`config.mk`:
```
export PLATFORM = sky130hd
export DESIGN_NAME = bounded_deque_with_value_delete_core
export DESIGN_NICKNAME = d
export VERILOG_FILES = /design/src/bdq_pkg.sv /design/src/bdq_cell.sv /design/src/bounded_deque_with_value_delete_core.sv
export SDC_FILE = /design/constraint.sdc
export NUM_CORES = 2
export LEC_CHECK = 0
export BUFFER_PORTS_ARGS = -buffer_cell sky130_fd_sc_hd__buf_2
export CORE_ASPECT_RATIO = 0.6
export CORE_MARGIN = 2
export CORE_UTILIZATION = 50
export DETAILED_ROUTE_END_ITERATION = 8
export PLACE_DENSITY = 0.66
export SLEW_MARGIN = 10
export SYNTH_ARGS = -nofsm -noshare
export SYNTH_HDL_FRONTEND = slang
export SYNTH_SLANG_ARGS = --single-unit
```
`constraint.sdc`:
```
create_clock -name clk -period 12.25 [get_ports clk]
set_input_delay 0.6125 -clock clk [delete_from_list [all_inputs] [get_ports clk]]
set_output_delay 0.6125 -clock clk [all_outputs]
set_load 0.05 [all_outputs]
```
`src/bdq_pkg.sv`:
```
// ----------------------------------------------------------------------------
// bdq_pkg
// Shared types and constants for the bounded deque with delete by value.
// ----------------------------------------------------------------------------
package bdq_pkg;

    localparam int DEPTH  = 16;
    localparam int DATA_W = 32;
    localparam int CNT_W  = $clog2(DEPTH + 1);
    localparam int KIND_W = 3;
    localparam int STAT_W = 2;
    localparam int ECNT_W = 5;

    localparam logic [KIND_W-1:0] KIND_INS_FRONT = 3'd0;
    localparam logic [KIND_W-1:0] KIND_INS_BACK  = 3'd1;
    localparam logic [KIND_W-1:0] KIND_REM_FRONT = 3'd2;
    localparam logic [KIND_W-1:0] KIND_REM_BACK  = 3'd3;
    localparam logic [KIND_W-1:0] KIND_REM_MATCH = 3'd4;

    localparam logic [STAT_W-1:0] STAT_DONE    = 2'd0;
    localparam logic [STAT_W-1:0] STAT_FULL    = 2'd1;
    localparam logic [STAT_W-1:0] STAT_EMPTY   = 2'd2;
    localparam logic [STAT_W-1:0] STAT_NOMATCH = 2'd3;

    typedef struct packed {
        logic [KIND_W-1:0]        kind;
        logic signed [DATA_W-1:0] value;
    } in_item_t;

    typedef struct packed {
        logic [ECNT_W-1:0] entry_count;
        logic [STAT_W-1:0] status;
    } out_item_t;

    typedef struct packed {
        logic shift_left;
        logic shift_right;
        logic load_back;
        logic match_del;
    } cell_ctrl_t;

endpackage

```
`src/bdq_cell.sv`:
```
// ----------------------------------------------------------------------------
// bdq_cell
// One list position: holds an entry, compares it, shifts to either neighbor.
// ----------------------------------------------------------------------------
module bdq_cell
    import bdq_pkg::*;
(
    input  logic              clk,
    input  cell_ctrl_t        ctrl,
    input  logic [DATA_W-1:0] value,
    input  logic              in_range,
    input  logic              is_back,
    input  logic [DATA_W-1:0] left_data,
    input  logic [DATA_W-1:0] right_data,
    input  logic              match_in,
    output logic              match_out,
    output logic [DATA_W-1:0] data
);

    logic [DATA_W-1:0] data_reg;
    logic [DATA_W-1:0] data_next;

    assign match_out = match_in | (in_range && (data_reg == value));
    assign data      = data_reg;

    always_comb
    begin
        data_next = data_reg;
        if (ctrl.shift_right)
        begin
            data_next = left_data;
        end
        else if (ctrl.shift_left || (ctrl.match_del && match_out))
        begin
            data_next = right_data;
        end
        else if (ctrl.load_back && is_back)
        begin
            data_next = value;
        end
    end

    always_ff @(posedge clk)
    begin
        data_reg <= data_next;
    end

endmodule

```
`src/bounded_deque_with_value_delete_core.sv`:
```
// ----------------------------------------------------------------------------
// bounded_deque_with_value_delete_core
// Double-ended queue of up to DEPTH signed values with delete by value.
// ----------------------------------------------------------------------------
// Input channel in_valid/in_ready/in_data carries one item: a kind (insert
// front, insert back, remove front, remove back, remove first match) and a
// value. Output channel out_valid/out_ready/out_data returns one item per
// input item with the entry count after the operation and a status.
// All cells compare against the value and shift in the same clock, with
// the first-match flag rippling along the cell row.
// The result is held in the output register from the cycle after acceptance.
// A new item is taken in the cycle its predecessor's result is taken, so
// one item per cycle is sustained while the receiver keeps up.
// When the receiver stalls, the result holds and in_ready drops.
// Reset empties the list and clears the output valid; entry contents are
// left as they are and never read before being written.
// ----------------------------------------------------------------------------
module bounded_deque_with_value_delete_core
    import bdq_pkg::*;
(
    input  logic      clk,
    input  logic      rst_n,
    input  logic      in_valid,
    output logic      in_ready,
    input  in_item_t  in_data,
    output logic      out_valid,
    input  logic      out_ready,
    output out_item_t out_data
);

    logic [CNT_W-1:0]  occ_reg;
    logic [CNT_W-1:0]  occ_next;
    logic              out_valid_reg;
    out_item_t         out_data_reg;
    logic [STAT_W-1:0] status;
    logic              accept;
    logic              full;
    logic              empty;
    logic              found;
    cell_ctrl_t        ctrl;

    logic [DATA_W-1:0] cell_data [DEPTH];
    logic [DEPTH:0]    match_chain;

    assign in_ready  = !out_valid_reg || out_ready;
    assign accept    = in_valid && in_ready;
    assign full      = (occ_reg == CNT_W'(DEPTH));
    assign empty     = (occ_reg == '0);
    assign found     = match_chain[DEPTH];
    assign out_valid = out_valid_reg;
    assign out_data  = out_data_reg;

    assign match_chain[0] = 1'b0;

    genvar i;
    generate
        for (i = 0; i < DEPTH; i++)
        begin : g_cell
            logic [DATA_W-1:0] left_d;
            logic [DATA_W-1:0] right_d;

            if (i == 0)
            begin : g_first
                assign left_d = in_data.value;
            end
            else
            begin : g_mid
                assign left_d = cell_data[i-1];
            end

            if (i == DEPTH - 1)
            begin : g_last
                assign right_d = in_data.value;
            end
            else
            begin : g_inner
                assign right_d = cell_data[i+1];
            end

            bdq_cell u_cell (
                .clk        (clk),
                .ctrl       (ctrl),
                .value      (in_data.value),
                .in_range   (CNT_W'(i) < occ_reg),
                .is_back    (CNT_W'(i) == occ_reg),
                .left_data  (left_d),
                .right_data (right_d),
                .match_in   (match_chain[i]),
                .match_out  (match_chain[i+1]),
                .data       (cell_data[i])
            );
        end
    endgenerate

    always_comb
    begin
        ctrl.shift_left  = 1'b0;
        ctrl.shift_right = 1'b0;
        ctrl.load_back   = 1'b0;
        ctrl.match_del   = 1'b0;
        occ_next         = occ_reg;
        status           = STAT_DONE;
        unique case (in_data.kind)
            KIND_INS_FRONT:
            begin
                if (full)
                begin
                    status = STAT_FULL;
                end
                else
                begin
                    ctrl.shift_right = accept;
                    occ_next         = occ_reg + 1'b1;
                end
            end
            KIND_INS_BACK:
            begin
                if (full)
                begin
                    status = STAT_FULL;
                end
                else
                begin
                    ctrl.load_back = accept;
                    occ_next       = occ_reg + 1'b1;
                end
            end
            KIND_REM_FRONT:
            begin
                if (empty)
                begin
                    status = STAT_EMPTY;
                end
                else
                begin
                    ctrl.shift_left = accept;
                    occ_next        = occ_reg - 1'b1;
                end
            end
            KIND_REM_BACK:
            begin
                if (empty)
                begin
                    status = STAT_EMPTY;
                end
                else
                begin
                    occ_next = occ_reg - 1'b1;
                end
            end
            KIND_REM_MATCH:
            begin
                if (empty)
                begin
                    status = STAT_EMPTY;
                end
                else if (!found)
                begin
                    status = STAT_NOMATCH;
                end
                else
                begin
                    ctrl.match_del = accept;
                    occ_next       = occ_reg - 1'b1;
                end
            end
            default:
            begin
                status = STAT_DONE;
            end
        endcase
    end

    always_ff @(posedge clk or negedge rst_n)
    begin
        if (!rst_n)
        begin
            occ_reg       <= '0;
            out_valid_reg <= 1'b0;
        end
        else
        begin
            if (accept)
            begin
                occ_reg       <= occ_next;
                out_valid_reg <= 1'b1;
            end
            else if (out_ready)
            begin
                out_valid_reg <= 1'b0;
            end
        end
    end

    // hold the result until taken
    always_ff @(posedge clk)
    begin
        if (accept)
        begin
            out_data_reg.entry_count <= ECNT_W'(occ_next);
            out_data_reg.status      <= status;
        end
    end

endmodule
```
Yosys cells after proc, flatten, opt, wreduce, memory -nomap -nowiden
Index checks and enable logic that the tools add are counted.
Storage, ports and cells
  register bits after elaboration: 525
  bits of input ports: 39
  output and inout bits: 9
  logic and storage cells: 245
Operators by class
  $add $sub $neg: 2
  $lt $le $gt $ge: 16
  equal/unequal tests: 36
  mux-type cells: 68
  bitwise gates (word level): 15
  reductions and logical operators: 88
Operators with widths (number)
  $mux W32: 48
  $eq A32 B32 Y1: 16
  $logic_and A1 B1 Y1: 49
  $reduce_bool A3 Y1: 16
  $eq A4 B5 Y1 const A: 8
  $lt A4 B5 Y1 const A: 8
  $eq A3 B5 Y1 const A: 4
  $lt A3 B5 Y1 const A: 4
  $mux W5: 4
  $logic_or A1 B1 Y1: 17
  $or A1 B1 Y1: 15
  $pmux W5 S3: 1
  $mux W1: 11
  $eq A2 B5 Y1 const A: 2
  $lt A1 B5 Y1 const A: 2
  $lt A2 B5 Y1 const A: 2
  $eq A3 B2 Y1 const B: 2
  $mux W2: 3
  $pmux W2 S3: 1
  $add A5 B1 Y5 const B: 1
  $eq A1 B5 Y1 const A: 1
  $eq A5 B5 Y1 const B: 1
  $logic_not A5 Y1: 1
  $sub A5 B1 Y5 const B: 1
  6 further kinds: 7

Longest topological paths before layout
  depth in word-level cells: 24
  depth in mapped cells: 14
  gate-level depth less buffers: 11

Cells and area by module
A second synthesis with hierarchy kept.
Second synthesis, totals
  cells, all modules: 4111
  area, all modules: 37367.1 um2
Modules (own cells, without submodules)
  bdq_cell: instances 16, cells each 247, area an instance 2254.7 um2, sequential area each 960.9 um2
  bounded_deque_with_value_delete_core: instances 1, cells each 159, area an instance 1292.5 um2, sequential area each 360.3 um2

Worst setup path after synthesis
Ideal clock, no wire load.
  path kind: in2reg
  start: input port in_data[14] (netlist bit)
  end: register g_cell[15].u_cell.data_reg[0] (enable)
  library setup time: 0.466 ns
  arrival time: 4.732 ns
  data required time: 11.784 ns
  path slack: 7.053 ns
  cell stages on the path: 11
  buffers on the path: 4
  cells stage by stage: buf_2 > buf_4 > buf_2 > xor2_1 > nor4_1 > and4_1 > nand4_1 > nor4_1 > nor3_2 > buf_2 > o21ai_0
On the way
  longest elaborated chain between the ends: 23
  elaborated cells between the ends (all ways): 53
  classes of those cells: eq/ne (16); mux (3); bitwise (15); reduce/logical (19)
RTL lines
  start: declaration: RTL line bounded_deque_with_value_delete_core.sv:25  | input in_item_t in_data,
  $eq A32 B32 Y1: RTL line bdq_cell.sv:23  | assign match_out = match_in | (in_range && (data_reg == value));
  $logic_and A1 B1 Y1: RTL line bdq_cell.sv:23
  $or A1 B1 Y1 (14 in series): RTL line bdq_cell.sv:23
  $or A1 B1 Y1 *: RTL line bdq_cell.sv:23
  $mux W1: RTL line bounded_deque_with_value_delete_core.sv:157  | else if (!found)
  $mux W1: RTL line bounded_deque_with_value_delete_core.sv:153  | if (empty)
  $mux W1: RTL line bounded_deque_with_value_delete_core.sv:103  | unique case (in_data.kind)
  $logic_and A1 B1 Y1 *: RTL line bdq_cell.sv:33  | else if (ctrl.shift_left || (ctrl.match_del && match_out))
  $logic_or A1 B1 Y1 *: RTL line bdq_cell.sv:33
  $reduce_bool A3 Y1 (no source line) *
  end signal: assignment: RTL line bdq_cell.sv:45  | data_reg <= data_next;
  end: declaration: RTL line bdq_cell.sv:20  | logic [DATA_W-1:0] data_reg;
Every way passes the cells marked *; elsewhere a longest branch is shown, timed or not.
A chain may end at the register's enable or synchronous reset.

Final worst setup path
  start: register occ_reg[1]
  end: register g_cell[8].u_cell.data_reg[25] (data pin)
On the way
  longest elaborated chain between the ends: 24
  elaborated cells between the ends (all ways): 60
  classes of those cells: order compare (16); eq/ne (1); mux (9); bitwise (15); reduce/logical (19)
RTL lines
  start: declaration: RTL line bounded_deque_with_value_delete_core.sv:31  | logic [CNT_W-1:0] occ_reg;
  start signal: assignment: RTL line bounded_deque_with_value_delete_core.sv:185  | occ_reg <= occ_next;
  $lt A1 B5 Y1: RTL line bounded_deque_with_value_delete_core.sv:84  | .in_range (CNT_W'(i) < occ_reg),
  $logic_and A1 B1 Y1: RTL line bdq_cell.sv:23
  $or A1 B1 Y1 (15 in series): RTL line bdq_cell.sv:23
  $mux W1: RTL line bounded_deque_with_value_delete_core.sv:157
  $mux W1: RTL line bounded_deque_with_value_delete_core.sv:153
  $mux W1: RTL line bounded_deque_with_value_delete_core.sv:103
  $logic_and A1 B1 Y1: RTL line bdq_cell.sv:33
  $logic_or A1 B1 Y1: RTL line bdq_cell.sv:33
  $mux W32: RTL line bdq_cell.sv:33
  $mux W32 *: RTL line bdq_cell.sv:29  | if (ctrl.shift_right)
  via g_cell[8].u_cell.data_next[25]: RTL line bdq_cell.sv:21  | logic [DATA_W-1:0] data_next;
  end signal: assignment: RTL line bdq_cell.sv:45
  end: declaration: RTL line bdq_cell.sv:20
The timed path passes the listed nets; every way through them passes the cells marked *.

==> flow_summary.toml <==
[run_status]
outcome = "finished, final reports clean"

[clocking]
clk_latency_ns = 0.65
cts_made_buffers = 54
clk_pin_slew_worst_paths_ns = 0.07
post-cts-setup-buffers = 0
cts.repair.resized = 0
ctsHoldBuffers = 1
root_buffer = "clkbuf_16"
cts_max_path_buffers = 3
tritoncts = "yes"
h-tree-depth = 2
clkSinkCount = 525

[cells_and_area]
num-nets-final = 3312
final_cells = 4224
synthToLayoutAreaGrowth_pct = 6.53
largest_reg_flops = 512
drive_gt1_frac = 0.0755

[yosys]
synth_cell_types = 59
synth_seq_area_share = 0.460
synth-main-ff-cell = "edfxtp_1"
synthCells = 3395
synth_most_common_cell = "edfxtp_1"
synth_edf_count = 519
synth_commonest_cells = "519 x edfxtp_1, 478 x nand2_1, 385 x mux2i_1"
yosysWarnings = 0
ys_ff_latch = 525
syn_area_per_cell_um2 = 10.1
ys_top_cells_by_area = "edfxtp_1 46%, mux2i_1 11%, xnor2_1 7.3%"
syn_area_um2 = 34200
synth_nets = 3439
yosysTopAreaCell = "edfxtp_1"
async_flop_share = 0.0114
yosys.area.top_type_share = 0.456

[grt]
grt_max_degree = 242
grt_pass1_vias = 25900
gr-usage-all-layers = 0.352
grt_pass1_wl_mm = 181
grt_overflow = 0
antenna_found_initial = 4

[power]
clkPwrFrac = 0.351
leakage_nw = 13.6
comb_power_share = 0.185
power_switching_mw = 1.47
internal_power_mw = 3.23
seqPwrFrac = 0.464
swShare = 0.312
vdd_drop_max_uv = 99.8
power.density_nw_per_um2 = 129

[worst_setup_path]
path_cells = "inv_1, ha_1, nor3b_1, a21oi_1, and3_4, buf_12, buf_4, buf_4, o21ai_0"
cpPeakStageDelay_ns = 0.81
worstSetupEndpointType = "flop"
crit_family = "buffers and inverters"
worstPathMaxFanout = 241
cp_num_buf_inv = 4
cp.arrival_ns = 6.02
critPathKind = "flop to flop"
cp.required_ns = 12.60
crit_slowest_cell = "and3_4"
crit_top_cell = "buf_4"
crit_path_start_kind = "flop"

[timing]
fmax_mhz = 177
finalSetupViolCount = 0
relSlewSlack = 0.0936
period_share = 0.462
finalWorstSetupSlack_ns = 6.59
drv_slew = 0
rsz0062_at_grt = "false"
setup_tns_ns = 0
clock_skew_ns = 0.0373
finalHoldViolCount = 0
tightestPinTransition_ns = 1.35
fin_crit_ns = 5.66

[routing]
vias = 28000
avgRoutedWirePerCell_um = 29.9
drtPass1Iterations = 6
drc = 0
antenna_left = 0
first_iter_violations = 5001
vias_per_cell = 6.63
routed_wl_mm = 126

[placement]
portBuffers = 47
dp_hpwl_mm = 94.4
place_congestion = 1.08
dpl_worst_slack_ns = 6.80
dpl.cell_count = 4123

[flow_run]
maxCapViolations = 0

[die]
core-area_um2 = 67900
core.rowCount = 74
io_pins = 48
die_x_um = 342
start_util = 0.504
die_y_um = 207
die-area_um2 = 70600

[worst_hold_path]
holdCritPathClass = "primary input to flop"
==> per-stage QoR <==
step / cell area, um2 / utilization / total power [mW] / hold slack, ns
5_1_grt: 36400 / 0.537 / 4.80 / 0.211
3_3_place_gp: 34800 / 0.512 / 3.00 / 0.497
6_report: 36400 / 0.537 / 4.69 / 0.216
3_5_place_dp: 34800 / 0.512 / 3.02 / 0.502
4_1_cts: 36400 / 0.537 / 4.64 / 0.200
2_1_floorplan: 34200 / - / 2.71 / 0.317
==> layer usage <==
metal,GRT usage,up-vias,wire (um)
met5,0.0276,-,289
met2,0.389,1982,42500
met4,0.0455,6,1380
met3,0.245,111,26900
met1,0.535,13900,55200
li1,-,12000,-
==> cells by family (layout without fill, tap and decap cells) <==
kind of cell | Yosys count | in the layout | share of synthesized area
xor+xnor | 516 | 516 | 0.132
flops | 525 | 525 | 0.460
other cells | 0 | 2 | 0
fa+ha+maj | 5 | 5 | 0.00183
compound gates | 531 | 531 | 0.0865
simple gates | 1089 | 1089 | 0.151
buf+inv | 312 | 227 | 0.0453
mux | 417 | 417 | 0.123
==> worst paths after layout <==
check	start	end	slack [ns]	depth (start not counted)
worst max-delay path	occ_reg[1]	g_cell[8].u_cell.data[25]	6.59	9
worst min-delay path	in_valid	out_valid	0.22	2
worst max register to register	occ_reg[1]	g_cell[8].u_cell.data[25]	6.59	9
worst min register to register	out_valid	out_valid	0.53	2
max in group asynchronous	rst_n	occ_reg[2]	11.59	2
min in group asynchronous	rst_n	out_valid	0.43	2
==> cell type report <==
cell class              instances  area, um2
diodes                          2       5.00
clock buffers                  72       1460
well taps                     912       1140
flip-flops and latches        525      15700
multi-input cells            2558      17000
fillers                      6002      31400
inverters                       8       30.0
repair buffers                121        818
clock inverters                26        185
==> cells in the final DEF (no fill, tap or decap), drive strengths merged, types with 4 or more instances in the layout <==
cell    synthesis  final
edfxtp        519    519
nand2         478    478
mux2i         385    385
o21ai         334    334
xnor2         285    285
xor2          231    231
nor2          175    175
nand4         130    130
a21oi         130    130
buf           167    120
nand3         101    101
nor4           97     97
clkbuf        137     72
a221o          32     32
mux2           32     32
nor3           32     32
clkinv          1     23
nor4b          12     12
and3           11     11
or4            10     10
inv             7      8
a31oi           7      7
nand2b          6      6
nand4b          6      6
o22ai           6      6
dfrtp           6      6
and4            6      6
nor2b           5      5
or3             5      5
ha              5      5
a211oi          4      4
o211ai          4      4
==> power by group through the flow <==
stage	sequential [mW]	combinational, mW	clock, mW
6_report	2.18	0.867	1.65
5_1_grt	2.19	0.899	1.72
4_1_cts	2.18	0.812	1.65
3_5_place_dp	2.21	0.810	0
3_3_place_gp	2.21	0.793	0
2_1_floorplan	2.18	0.527	0
Power figures use the tool's default switching activity.
